File: config.mk
export PLATFORM = sky130hd
export DESIGN_NAME = link_format_stream_parser_core
export DESIGN_NICKNAME = d
export VERILOG_FILES = /design/src/rtl/lfsp_pkg.sv /design/src/rtl/lfsp_parser.sv /design/src/rtl/lfsp_serializer.sv /design/src/rtl/link_format_stream_parser_core.sv
export SDC_FILE = /design/constraint.sdc
export NUM_CORES = 1
export LEC_CHECK = 0
export ABC_AREA = 1
export BUFFER_PORTS_ARGS = -buffer_cell sky130_fd_sc_hd__buf_2
export CORE_MARGIN = 2
export CORE_UTILIZATION = 50
export CTS_CLUSTER_DIAMETER = 100
export DETAILED_ROUTE_END_ITERATION = 8
export PLACE_DENSITY_LB_ADDON = 0.2
export REMOVE_ABC_BUFFERS = 1
export SKIP_LAST_GASP = 1
export SYNTH_ARGS = -nofsm -noshare
export SYNTH_HDL_FRONTEND = slang
export SYNTH_SLANG_ARGS = --single-unit
File: constraint.sdc
create_clock -name clk -period 2.65 [get_ports clk]
set_input_delay 0.53 -clock clk [delete_from_list [all_inputs] [get_ports clk]]
set_output_delay 0.53 -clock clk [all_outputs]
set_load 0.01 [all_outputs]
File: src/rtl/lfsp_pkg.sv
package lfsp_pkg;

	// delimiters of the link-format grammar
	localparam logic [7:0] CH_LT    = 8'h3C;
	localparam logic [7:0] CH_GT    = 8'h3E;
	localparam logic [7:0] CH_SEMI  = 8'h3B;
	localparam logic [7:0] CH_COMMA = 8'h2C;
	localparam logic [7:0] CH_EQ    = 8'h3D;
	localparam logic [7:0] CH_QUOTE = 8'h22;

	// input mode codes; any other code ends the payload without a byte
	localparam logic [1:0] MODE_DATA  = 2'd0;
	localparam logic [1:0] MODE_FINAL = 2'd1;

	// event kinds
	localparam logic [2:0] EV_PATH     = 3'd0;
	localparam logic [2:0] EV_RES_END  = 3'd1;
	localparam logic [2:0] EV_NAME     = 3'd2;
	localparam logic [2:0] EV_VALUE    = 3'd3;
	localparam logic [2:0] EV_ATTR_END = 3'd4;
	localparam logic [2:0] EV_OK       = 3'd5;
	localparam logic [2:0] EV_ERROR    = 3'd6;

	localparam int NUM_SLOTS = 3;

	typedef enum logic [7:0] {
		ST_START      = 8'b0000_0001,
		ST_PATH       = 8'b0000_0010,
		ST_AFTER_RES  = 8'b0000_0100,
		ST_NAME       = 8'b0000_1000,
		ST_VAL_FIRST  = 8'b0001_0000,
		ST_VAL_PLAIN  = 8'b0010_0000,
		ST_VAL_QUOTED = 8'b0100_0000,
		ST_ERROR      = 8'b1000_0000
	} pstate_t;

	typedef struct packed {
		logic [2:0] kind;
		logic [7:0] chr;
	} event_t;

	// events caused by one input byte, slot 0 goes out first
	typedef struct packed {
		event_t [NUM_SLOTS-1:0] ev;
		logic [1:0]             cnt;
	} bundle_t;

endpackage

File: src/rtl/lfsp_parser.sv
module lfsp_parser (
	input  logic             clk,
	input  logic             arst_n,
	input  logic             accept,
	input  logic [1:0]       mode,
	input  logic [7:0]       data_byte,
	output lfsp_pkg::bundle_t bundle
);
	import lfsp_pkg::*;

	pstate_t state_q, state_d;
	logic    seen_q, seen_d;

	always_comb begin
		event_t     bev;
		logic       bvalid;
		pstate_t    st;
		logic       seen;
		logic       attr_v;
		logic       stat_v;
		logic [2:0] stat_kind;
		logic       ok;
		logic [1:0] k;

		bev       = '0;
		bvalid    = 1'b0;
		st        = state_q;
		seen      = seen_q;
		attr_v    = 1'b0;
		stat_v    = 1'b0;
		stat_kind = EV_OK;
		ok        = 1'b1;

		if (mode == MODE_DATA || mode == MODE_FINAL) begin
			unique case (state_q)
				ST_START: begin
					st = (data_byte == CH_LT) ? ST_PATH : ST_ERROR;
				end
				ST_PATH: begin
					bvalid = 1'b1;
					if (data_byte == CH_GT) begin
						bev.kind = EV_RES_END;
						st       = ST_AFTER_RES;
					end else begin
						bev.kind = EV_PATH;
						bev.chr  = data_byte;
					end
				end
				ST_AFTER_RES: begin
					seen = 1'b0;
					if (data_byte == CH_SEMI)
						st = ST_NAME;
					else if (data_byte == CH_COMMA)
						st = ST_START;
					else
						st = ST_ERROR;
				end
				ST_NAME: begin
					if (data_byte == CH_EQ) begin
						st = seen_q ? ST_VAL_FIRST : ST_ERROR;
					end else if (data_byte == CH_SEMI) begin
						bvalid   = 1'b1;
						bev.kind = EV_ATTR_END;
						seen     = 1'b0;
					end else if (data_byte == CH_COMMA) begin
						bvalid   = 1'b1;
						bev.kind = EV_ATTR_END;
						st       = ST_START;
					end else begin
						bvalid   = 1'b1;
						bev.kind = EV_NAME;
						bev.chr  = data_byte;
						seen     = 1'b1;
					end
				end
				ST_VAL_FIRST, ST_VAL_PLAIN: begin
					bvalid = 1'b1;
					if (state_q == ST_VAL_FIRST && data_byte == CH_QUOTE) begin
						bvalid = 1'b0;
						st     = ST_VAL_QUOTED;
					end else if (data_byte == CH_COMMA) begin
						bev.kind = EV_ATTR_END;
						st       = ST_START;
					end else if (data_byte == CH_SEMI) begin
						bev.kind = EV_ATTR_END;
						seen     = 1'b0;
						st       = ST_NAME;
					end else begin
						bev.kind = EV_VALUE;
						bev.chr  = data_byte;
						st       = ST_VAL_PLAIN;
					end
				end
				ST_VAL_QUOTED: begin
					bvalid = 1'b1;
					if (data_byte == CH_QUOTE) begin
						bev.kind = EV_ATTR_END;
						st       = ST_AFTER_RES;
					end else begin
						bev.kind = EV_VALUE;
						bev.chr  = data_byte;
					end
				end
				default: st = ST_ERROR;
			endcase
		end

		// end of payload: close a pending attribute, then report status
		if (mode != MODE_DATA) begin
			unique case (st)
				ST_START, ST_AFTER_RES: ;
				ST_NAME:                attr_v = seen;
				ST_VAL_FIRST, ST_VAL_PLAIN: attr_v = 1'b1;
				default:                ok = 1'b0;
			endcase
			stat_v    = 1'b1;
			stat_kind = ok ? EV_OK : EV_ERROR;
			st        = ST_START;
			seen      = 1'b0;
		end

		state_d = st;
		seen_d  = seen;

		bundle.ev = '0;
		k = 2'd0;
		if (bvalid) begin
			bundle.ev[k] = bev;
			k = k + 2'd1;
		end
		if (attr_v) begin
			bundle.ev[k].kind = EV_ATTR_END;
			k = k + 2'd1;
		end
		if (stat_v) begin
			bundle.ev[k].kind = stat_kind;
			k = k + 2'd1;
		end
		bundle.cnt = k;
	end

	always_ff @(posedge clk or negedge arst_n) begin
		if (!arst_n) begin
			state_q <= ST_START;
			seen_q  <= 1'b0;
		end else if (accept) begin
			state_q <= state_d;
			seen_q  <= seen_d;
		end
	end

	a_end_to_start: assert property (@(posedge clk) disable iff (!arst_n)
		accept && mode != MODE_DATA |=> state_q == ST_START && !seen_q)
		else $error("parser not back at start after end of payload");

	a_error_silent: assert property (@(posedge clk) disable iff (!arst_n)
		accept && state_q == ST_ERROR && mode == MODE_DATA |-> bundle.cnt == 2'd0)
		else $error("events produced in the error state");

endmodule

File: src/rtl/lfsp_serializer.sv
module lfsp_serializer (
	input  logic              clk,
	input  logic              arst_n,
	input  logic              load,
	input  lfsp_pkg::bundle_t bundle,
	output logic              take_ok,
	output logic              m_tvalid,
	input  logic              m_tready,
	output logic [7:0]        m_tdata,   // event_byte
	output logic [2:0]        m_tuser,   // event_kind
	output logic              m_tlast    // last_of_run
);
	import lfsp_pkg::*;

	event_t [NUM_SLOTS-1:0] slots_q;
	logic [1:0]             rem_q;
	logic                   xfer;

	assign m_tvalid = rem_q != 2'd0;
	assign m_tuser  = slots_q[0].kind;
	assign m_tdata  = slots_q[0].chr;
	assign m_tlast  = rem_q == 2'd1;
	assign xfer     = m_tvalid && m_tready;
	// a new bundle fits once the current one is gone or leaves this cycle
	assign take_ok  = rem_q == 2'd0 || (rem_q == 2'd1 && m_tready);

	always_ff @(posedge clk or negedge arst_n) begin
		if (!arst_n) begin
			rem_q <= 2'd0;
		end else if (load) begin
			rem_q <= bundle.cnt;
		end else if (xfer) begin
			rem_q <= rem_q - 2'd1;
		end
	end

	always_ff @(posedge clk) begin
		if (load) begin
			slots_q <= bundle.ev;
		end else if (xfer) begin
			slots_q[0] <= slots_q[1];
			slots_q[1] <= slots_q[2];
		end
	end

	a_status_last: assert property (@(posedge clk) disable iff (!arst_n)
		m_tvalid && (m_tuser == EV_OK || m_tuser == EV_ERROR) |-> m_tlast)
		else $error("status event not the last of its run");

	a_run_continues: assert property (@(posedge clk) disable iff (!arst_n)
		xfer && !m_tlast |=> m_tvalid)
		else $error("run broken before its last transfer");

	a_no_overwrite: assert property (@(posedge clk) disable iff (!arst_n)
		load |-> rem_q == 2'd0 || (rem_q == 2'd1 && xfer))
		else $error("pending events overwritten");

endmodule

File: src/rtl/link_format_stream_parser_core.sv
// Link-format stream parser.
// Slave side: one payload byte per transfer. s_tdata carries the byte,
// s_tuser the mode (data byte, final data byte, or end of payload with no
// byte; the byte is ignored then).
// Master side: one event per transfer. m_tuser is the event kind, m_tdata
// the character for path, name and value events (zero otherwise), m_tlast
// marks the last event caused by one input byte. End of payload yields an
// optional attribute end followed by an ok or error status.
// Events of a byte are registered and appear on the master side the cycle
// after its transfer. Throughput is one byte per cycle while each byte causes
// at most one event and m_tready is high; a byte causing more events holds
// s_tready low while the output register drains them one per transfer.
// Bytes that cause no event (opening brackets, separators after a resource,
// data bytes in the error state) leave nothing on the master side.
// Reset clears the parser to its start state and empties the output.
// When the receiver stalls, the pending events hold and s_tready stays low
// until the last of them can leave.
module link_format_stream_parser_core (
	input  logic       clk,
	input  logic       arst_n,
	input  logic       s_tvalid,
	output logic       s_tready,
	input  logic [7:0] s_tdata,   // data_byte
	input  logic [1:0] s_tuser,   // mode
	output logic       m_tvalid,
	input  logic       m_tready,
	output logic [7:0] m_tdata,   // event_byte
	output logic [2:0] m_tuser,   // event_kind
	output logic       m_tlast    // last_of_run
);
	import lfsp_pkg::*;

	bundle_t bundle;
	logic    accept;

	assign accept = s_tvalid && s_tready;

	lfsp_parser u_parser (
		.clk       (clk),
		.arst_n    (arst_n),
		.accept    (accept),
		.mode      (s_tuser),
		.data_byte (s_tdata),
		.bundle    (bundle)
	);

	lfsp_serializer u_serializer (
		.clk      (clk),
		.arst_n   (arst_n),
		.load     (accept),
		.bundle   (bundle),
		.take_ok  (s_tready),
		.m_tvalid (m_tvalid),
		.m_tready (m_tready),
		.m_tdata  (m_tdata),
		.m_tuser  (m_tuser),
		.m_tlast  (m_tlast)
	);

endmodule

==> metrics.txt, run 1 <==
status=finished, violations left; failing checks=negative setup slack; Initial Utilization=about 52%; total track usage=around a quarter; setup violators final=3; part of the Yosys area used for sequential elements=between 30% and 40%; clk_lat worst skew=~0.28 ns; Worst path max stage delay=between 0.4 and 0.5 ns; cells along the critical path=nor2_4 -> nand2_4 -> nor2_2 -> nand2_1 -> nand3_2 -> nand2_1 -> nand2_1 -> nor2_2 -> nor2_2 -> nand4_2 -> nand2_2 -> nand2_2 -> ha_4 -> nand2_4 -> inv_6 -> buf_6 -> nand4_1 -> a21oi_1; Max clock buf depth=2; maximum clock rate=between 300 and 400 MHz; Slew Viols, Final=0; cell family contributing the most delay on the critical path=simple AND/OR/NAND/NOR gates; gr ovfl total=0; fillers=~360; #FFs+latches synth=28; Final ANT Viol Nets=0; pwr/cell area=~860 nW/um^2; Antenna Cells=0; worst IR drop on VDD=around 0.46 mV; yosys warns=0; post-synth cell types=37; Slew Limit Headroom=between 50% and 60%; WS Path Type=flop to flop; skew final=0.00589 ns; Avg Cell Area, Syn=between 7 and 8 sq um; Gate power share=60.1%; clock share of power=between 10 and 15%; Primary FF master, synth=edfxtp_1; Remaining DRCs=0; Synth top area share=22.3%; Via density=a little over 5; final WL=6010 um; Post-synth EDFFs=17; synth top area cells=edfxtp_1, nand2_1, dfrtp_1, nor2_1, inv_1; Worst Setup Start Kind=flop; 1st-pass router iterations=5; Final GP Congestion=roughly 0.95; critical path capture point type=flop; I/O Buffers=27; area of the multi-input gates=between 1000 and 1500 sq um; initial DRC count=slightly below 200; DP HPWL=approximately 4400 um; num ports=28; die area=5130 sq um; nets=approximately 420; CTS Buf Count=3; CP arrival=around 2.7 ns; Die Y=71.6 um; chip width=about 70 um; Slowest-stage cell, CP=dfrtp_1; clk sinks=28; worst slew pin tran=about 0.68 ns; Via Count=between 2,000 and 2,500; vias in the first global route=2,179; clock slew at the register clock pins of the worst setup and hold paths=0.11 ns; flip-flop and latch area=roughly 800 sq um; switch share=43.7%; Mapped Area=between 2000 and 2500 sq um; leading area contributor after synthesis=edfxtp_1; initial antenna violation count=0; Synth Instances=between 300 and 400; CTS tree=built; largest net degree at the start of global routing=19; Tcrit/Tclk final=101%; Worst EP required=~2.7 ns; fraction of registers with async set/reset=39.3%; share of layout cells above drive strength 1=approximately 46%; Sequential Power Share=between 20% and 30%; Fin Setup TNS=-0.0497 ns; RSZ-0062 raised after global routing=yes; cts hold-fix bufs=0; min cycle time layout=between 2 and 3 ns; HP Class=input port to asynchronous set/reset pin; clock root cell=clkbuf_8; row count=24; CP max FO=5; P_int=about 1500 uW; H-tree level count=1; MaxCap Viol Count=0; Hold Vio Cnt, Final=0; P_sw=1170 uW; Routed WL per cell=~13 um; core area=approximately 4400 sq um; Post-Place Setup Slack=-0.253 ns; Buf/Inv on CP=2; Lkg Pwr=approximately 0.0015 uW; final setup margin=-0.0339 ns; global-route wire length before repair=~9700 um; Syn-to-layout area delta=36.1%
## per-stage QoR
step	hold WS, ns	util [%]	power, uW	area (sq um)	cells
final	0.105	70.9	2680	3110	457
after CTS	0.119	66.8	2510	2930	450
after global placement	0.423	63.7	2100	2790	441
after detailed placement	0.422	63.7	2110	2790	441
after global routing	0.121	70.9	2900	3110	457
after floorplan	0.234	-	1610	2190	308
## power groups by stage
stage | Clock (uW) | Sequential, uW | Combinational, uW
3_3_place_gp | 0 | 732 | 1370
3_5_place_dp | 0 | 734 | 1380
6_report | 347 | 724 | 1610
4_1_cts | 345 | 723 | 1440
2_1_floorplan | 0 | 767 | 839
5_1_grt | 366 | 738 | 1790
## cell families after synthesis
group	after synthesis	share of synthesized area [%]
AND/OR/NAND/NOR	194	41.9
buffers and inverters	61	11.9
AO/OA/AOI/OAI	35	9.53
flip-flops	28	34.4
adder cells (fa/ha/maj)	4	2.19
## area by class of cell
| type | count | area share, % |
|---|---|---|
| inverter | 47 | 5.84 |
| sequential | 28 | 25.3 |
| timing repair buffer | 93 | 20.6 |
| tap | 52 | 2.09 |
| clock buffer | 3 | 1.33 |
| multi-input combinational | 233 | 43.8 |
| clock inverter | 1 | 0.966 |
## worst paths after layout
check	cells after the start	startpoint	endpoint	slack [ns]
setup reg to reg	18	u_parser.state_q[3]$_DFFE_PN0P_	u_serializer.m_tuser[1]$_DFFE_PP_	-0.03
min in group clk	2	u_serializer.slots_q[19]$_DFFE_PP_	u_serializer.m_tuser[0]$_DFFE_PP_	0.52
hold reg to reg	2	u_serializer.slots_q[19]$_DFFE_PP_	u_serializer.m_tuser[0]$_DFFE_PP_	0.52
hold / removal	1	arst_n	u_parser.state_q[2]$_DFFE_PN0P_	0.11
max in group asynchronous	1	arst_n	u_parser.state_q[0]$_DFFE_PN1P_	2.28
setup / recovery	18	u_parser.state_q[3]$_DFFE_PN0P_	u_serializer.m_tuser[1]$_DFFE_PP_	-0.03
## state kept, by name (all words and copies together), names as in the netlist
| signal | flops |
|---|---|
| u_serializer.m_tdata | 8 |
| u_parser.state_q | 8 |
| u_serializer.slots_q | 6 |
| u_serializer.rem_q | 2 |
| u_parser.seen_q | 1 |
| u_serializer.m_tuser | 3 |
## cell usage after synthesis, types with 4 or more instances
master	number
nor2_1	34
edfxtp_1	17
inv_2	13
nand3_1	14
nand2_2	12
nand4_1	7
dfrtp_1	10
inv_1	33
a21oi_1	5
o22ai_1	6
nor2_2	9
ha_1	4
nor2_4	8
o21ai_0	10
nand3_2	5
nand2_1	96
buf_4	11
## timing repair
| item | CTS | global route |
|---|---|---|
| resized for setup | 10 | 41 |
| buffers inserted | 5 | 7 |
| pin swaps | 11 | 26 |
| endpoints found under the setup margin | 9 | 11 |
| cloned | 0 | 0 |
## metal layers
layer	wire length (um)	up-vias	global-route usage [%]	part of all wire, %
met5	0	-	0	0
met4	72	0	4.19	1.2
met3	338	8	2.11	5.6
met2	3090	90	41.8	51
met1	2510	1069	32.0	42
li1	-	1194	-	-
## cell usage in the layout, fill, tap and decap left out, drive strengths merged
master   netlist  layout
nor3           4       4
a21oi          6       6
a311oi         2       2
nor2          52      52
edfxtp        17      17
clkbuf         1       3
nand3         19      19
bufinv         0       1
o21ai         15      15
a21boi         1       1
dfrtp         10      10
buf           13      93
dfstp          1       1
o31ai          1       1
inv           46      46
nand2        109     109
nand4          8       8
o2111ai        1       1
nand3b         1       1
ha             4       4
o22ai          6       6
o21a           1       1
clkinv         1       1
a211oi         2       2
nor3b          1       1
Power figures use the tool's default switching activity.
==> run 2: changes to the inputs <==
HOLD_SLACK_MARGIN = 0.15   (was default)
==> metrics.txt, run 2 (synthesis results as in run 1) <==
failing checks=negative setup slack; CP max FO=5; fin cells=458; 1st-pass router iterations=5; gr ovfl total=0; clk_lat worst skew=0.28 ns; global route hottest layer=met2; row count=24; final setup margin=-0.0252 ns; Initial Utilization=a little over half; Via Count=between 2,000 and 2,500; CTS Buf Count=3; Worst path max stage delay=around 0.44 ns; WHS=0.523 ns; I/O Buffers=27; Worst Setup Start Kind=flop; maximum clock rate=374 MHz; met1 GRT Util=around a third; Final GP Congestion=0.945; clock root cell=clkbuf_8; flip-flop and latch area=around 790 sq um; critical path capture point type=flop; Antenna Cells=0; cell family contributing the most delay on the critical path=simple AND/OR/NAND/NOR gates; Slowest-stage cell, CP=dfrtp_1; Via density=between 5 and 6; Lkg Pwr=around 0.0015 uW; vias in the first global route=between 2,000 and 2,500; share of layout cells above drive strength 1=around 46%; placed cell area=about 2800 sq um; Slew Viols, Final=0; GR Layer Usage met2=41.8%; worst IR drop on VDD=~0.47 mV; Tcrit/Tclk final=101%; CP arrival=2.71 ns; die area=a little over 5000 sq um; skew final=0.00534 ns; hold depth=2; min-delay src=u_serializer.slots_q[19]$_DFFE_PP_; RR Endpoint=u_serializer.m_tuser[1]$_DFFE_PP_; area of the multi-input gates=~1400 sq um; Buf/Inv on CP=2; WS Path Type=flop to flop; HP Class=flop to flop; initial antenna violation count=0; core area=~4400 sq um; reg-to-reg slack, setup=-0.03 ns; Worst Hold Endpoint=u_serializer.m_tuser[0]$_DFFE_PP_; MaxCap Viol Count=0; final instance area=just over 3000 sq um; final WL=slightly below 6000 um; clk sinks=28; num ports=28; commonest non-fill, non-tap cell in the layout=nand2_1; Slew Limit Headroom=54.5%; DP HPWL=4440 um; placed instance count=about 440; fillers=around 360; worst slew pin tran=~0.68 ns; Worst EP required=2.69 ns; cells along the critical path=nor2_4 -> nand2_4 -> nor2_2 -> nand2_1 -> nand3_2 -> nand2_1 -> nand2_1 -> nor2_2 -> nor2_2 -> nand4_2 -> nand2_2 -> nand2_2 -> ha_4 -> nand2_4 -> inv_6 -> buf_6 -> nand4_1 -> a21oi_1; Hold Vio Cnt, Final=0; Routed WL per cell=~13 um; Die Y=between 70 and 80 um; Max clock buf depth=2; H-tree level count=1; CTS tree=built; min cycle time layout=approximately 2.7 ns; clock slew at the register clock pins of the worst setup and hold paths=0.11 ns; commonest cells after routing, fill and taps aside=nand2_1, buf_4, inv_1; global-route wire length before repair=about 9700 um; Syn-to-layout area delta=36.5%; pwr/cell area=858 nW/um^2; nets=425; FF-to-FF path depth=18; GR Util met3=~2.1%; largest net degree at the start of global routing=19; total track usage=23.7%; Remaining DRCs=0; RSZ-0062 raised after global routing=yes; chip width=just over 70 um; setup violators final=2; initial DRC count=about 180; status=finished, violations left; Final ANT Viol Nets=0; worst r2r src=u_parser.state_q[3]$_DFFE_PN0P_
## run 2: final cells by class
| class | count | area share [%] |
|---|---|---|
| multi-input combinational | 233 | 43.7 |
| sequential | 28 | 25.2 |
| timing repair buffer | 94 | 20.9 |
| inverter | 47 | 5.82 |
| tap | 52 | 2.09 |
| clock buffer | 3 | 1.32 |
| clock inverter | 1 | 0.963 |
## run 2: worst reg2reg max path: stages, from the launching register on
cell,delay [ns]
dfrtp_1,0.44
nor2_4,0.21
nand2_4,0.09
nor2_2,0.14
nand2_1,0.11
nand3_2,0.10
nand2_1,0.08
nand2_1,0.16
nor2_2,0.06
nor2_2,0.13
nand4_2,0.14
nand2_2,0.10
nand2_2,0.07
ha_4,0.18
nand2_4,0.08
inv_6,0.05
buf_6,0.10
nand4_1,0.10
a21oi_1,0.08
## run 2: timing repair
item | 4_1_cts | 5_1_grt
buffers inserted | 5 | 7
setup endpoints to repair | 9 | 11
gates cloned | 0 | 0
pin swaps | 11 | 26
endpoints found under the hold margin | 10 | 0
hold buffers | 1 | 0
gates resized for setup | 10 | 41
## run 2: worst max-delay path by stage
| stage | startpoint | end | slack (ns) | cells past startpoint |
|---|---|---|---|---|
| floorplan | s_tdata[6] | u_serializer.m_tuser[1]$_DFFE_PP_ | 0.14 | 18 |
| global placement | s_tdata[6] | u_serializer.m_tuser[1]$_DFFE_PP_ | -0.23 | 19 |
| detailed placement | s_tdata[6] | u_serializer.rem_q[0]$_DFFE_PN0P_ | -0.25 | 17 |
| CTS | u_parser.state_q[3]$_DFFE_PN0P_ | u_serializer.m_tuser[1]$_DFFE_PP_ | 0.0006 | 18 |
| global route | u_parser.state_q[3]$_DFFE_PN0P_ | u_serializer.m_tuser[0]$_DFFE_PP_ | -0.20 | 21 |
| finish | u_parser.state_q[3]$_DFFE_PN0P_ | u_serializer.m_tuser[1]$_DFFE_PP_ | -0.03 | 18 |
## run 2: report_power, final
group	leakage (uW)	switching, uW	internal [uW]
clock	0.0000357	144	202
combinational	0.00119	951	656
sequential	0.000314	71.8	652
## run 2: stage by stage
step	power [uW]	utilization (%)	setup TNS (ns)	setup WS, ns
2_1_floorplan	1610	-	0	0.143
3_3_place_gp	2100	63.7	-1.60	-0.228
3_5_place_dp	2110	63.7	-1.99	-0.253
4_1_cts	2510	67.0	0	0.000639
5_1_grt	2900	71.1	-1.32	-0.205
6_report	2680	71.1	-0.0345	-0.0252
## run 2: per-layer routing
metal,up-vias,routed length [um],share of wire [%]
li1,1196,-,-
met3,10,298,5.0
met2,84,3010,51
met5,-,0,0
met4,0,87,1.5
met1,1067,2560,43
==> run 3: changes to the inputs <==
CORE_UTILIZATION = 40   (was 50)
PLACE_DENSITY = 0.61   (was default)
PLACE_DENSITY_LB_ADDON = default   (was 0.2)
==> metrics.txt, run 3 (synthesis results as in run 1) <==
status=finished, violations left; failing checks=negative setup slack; Syn-to-layout area delta=38.7%; commonest non-fill, non-tap cell in the layout=nand2_1; skew final=0.00512 ns; area of the multi-input gates=roughly 1400 sq um; final instance area=around 3200 sq um; CP arrival=around 2.9 ns; Lkg Pwr=0.00155 uW; vias in the first global route=roughly 2,200; total track usage=between 10% and 20%; maximum clock rate=~360 MHz; HP Class=flop to flop; Antenna Cells=0; row count=27; critical path capture point type=flop; Final GP Congestion=around 0.98; num ports=28; final WL=between 6000 and 7000 um; share of layout cells above drive strength 1=a little under half; Fin Setup TNS=-0.331 ns; nets=around 430; commonest cells after routing, fill and taps aside=nand2_1, buf_4, inv_1; clk_lat worst skew=~0.29 ns; clk sinks=28; final setup margin=-0.0962 ns; H-tree level count=1; Slew Viols, Final=0; CTS tree=built; clock root cell=clkbuf_8; Hold Vio Cnt, Final=0; die area=between 6000 and 7000 sq um; Max clock buf depth=2; worst IR drop on VDD=~0.31 mV; initial antenna violation count=0; setup violators final=5; Via density=approximately 5.0; initial DRC count=141; DP HPWL=4660 um; Worst EP required=between 2 and 3 ns; Via Count=roughly 2,400; largest net degree at the start of global routing=19; flip-flop and latch area=approximately 790 sq um; Tcrit/Tclk final=104%; core area=about 5500 sq um; chip width=79.6 um; min cycle time layout=2.75 ns; RSZ-0062 raised after global routing=yes; clock slew at the register clock pins of the worst setup and hold paths=between 0.1 and 0.15 ns; Die Y=roughly 80 um; Routed WL per cell=13.1 um; Final ANT Viol Nets=0; Initial Utilization=41.5%; 1st-pass router iterations=4; gr ovfl total=0; global-route wire length before repair=9780 um; WS Path Type=flop to flop; placed instance count=between 400 and 500; placed cell area=2820 sq um; pwr/cell area=842 nW/um^2; Worst Setup Start Kind=flop; Slew Limit Headroom=a little over half; CP max FO=4; fin cells=478; fillers=a little over 500; CTS Buf Count=3; worst slew pin tran=approximately 0.7 ns; I/O Buffers=27; Remaining DRCs=0; WHS=approximately 0.55 ns; MaxCap Viol Count=0
run 3: cell counts in the layout (fill, tap and decap cells not counted):
Identical to the previous run, type by type.
run 3: what timing repair did:
| action | in CTS | in global routing |
|---|---|---|
| setup buffers | 4 | 8 |
| hold buffers | 1 | 0 |
| gates cloned | 0 | 0 |
| pin swaps | 8 | 28 |
| endpoints found under the setup margin | 3 | 11 |
| endpoints found under the hold margin | 10 | 0 |
| resized for setup | 7 | 49 |
run 3: power breakdown:
group | switching (uW) | internal [uW]
clock | 153 | 203
combinational | 928 | 651
sequential | 77.7 | 653
total | 1160 | 1510
run 3: metrics by stage:
step                      utilization (%)  power [uW]  setup WS, ns
after detailed placement             51.2        2100        -0.291
after floorplan                         -        1610         0.143
after CTS                            53.4        2480      -0.00547
after global routing                 57.5        2870        -0.255
after global placement               51.2        2080        -0.241
final                                57.5        2670       -0.0962
run 3: worst paths after layout:
check | startpoint | end | slack (ns) | cells past startpoint
min | u_serializer.slots_q[19]$_DFFE_PP_ | u_serializer.m_tuser[0]$_DFFE_PP_ | 0.55 | 2
max reg2reg | u_parser.state_q[2]$_DFFE_PN0P_ | u_serializer.m_tuser[1]$_DFFE_PP_ | -0.1 | 22
max in group asynchronous | arst_n | u_parser.state_q[0]$_DFFE_PN1P_ | 1.75 | 2
min reg2reg | u_serializer.slots_q[19]$_DFFE_PP_ | u_serializer.m_tuser[0]$_DFFE_PP_ | 0.55 | 2
max | u_parser.state_q[2]$_DFFE_PN0P_ | u_serializer.m_tuser[1]$_DFFE_PP_ | -0.1 | 22
min in group asynchronous | arst_n | u_parser.state_q[3]$_DFFE_PN0P_ | 0.63 | 2
run 3: critical path, stage by stage (launching register included):
cell     delay (ns)
dfrtp_1        0.42
buf_6          0.13
inv_1          0.04
nor2_1         0.09
nand2_1        0.09
nor2_4         0.20
nor2_4         0.05
nand2_2        0.07
nor2_2         0.04
nor2_2         0.12
nand2_1        0.09
nand2_2        0.09
nand2_2        0.07
nor2_4         0.13
nand3_2        0.08
nand2_2        0.09
nand2_4        0.07
ha_4           0.17
nand2_2        0.09
inv_4          0.06
o31ai_2        0.23
inv_1          0.08
a21oi_2        0.11
run 3: final cells by class:
cell class	instances	share of cell area [%]
inverters	47	5.65
flip-flops and latches	28	24.9
clock inverters	1	0.948
multi-input cells	233	43.4
clock buffers	3	1.30
well taps	72	2.84
repair buffers	94	20.9
run 3: routing by layer:
layer,global-route usage [%],routed length [um],vias up
met4,10.7,172,0
li1,-,-,1194
met2,34.6,3240,53
met1,23.7,2660,1109
met3,1.92,196,12
met5,0,0,-
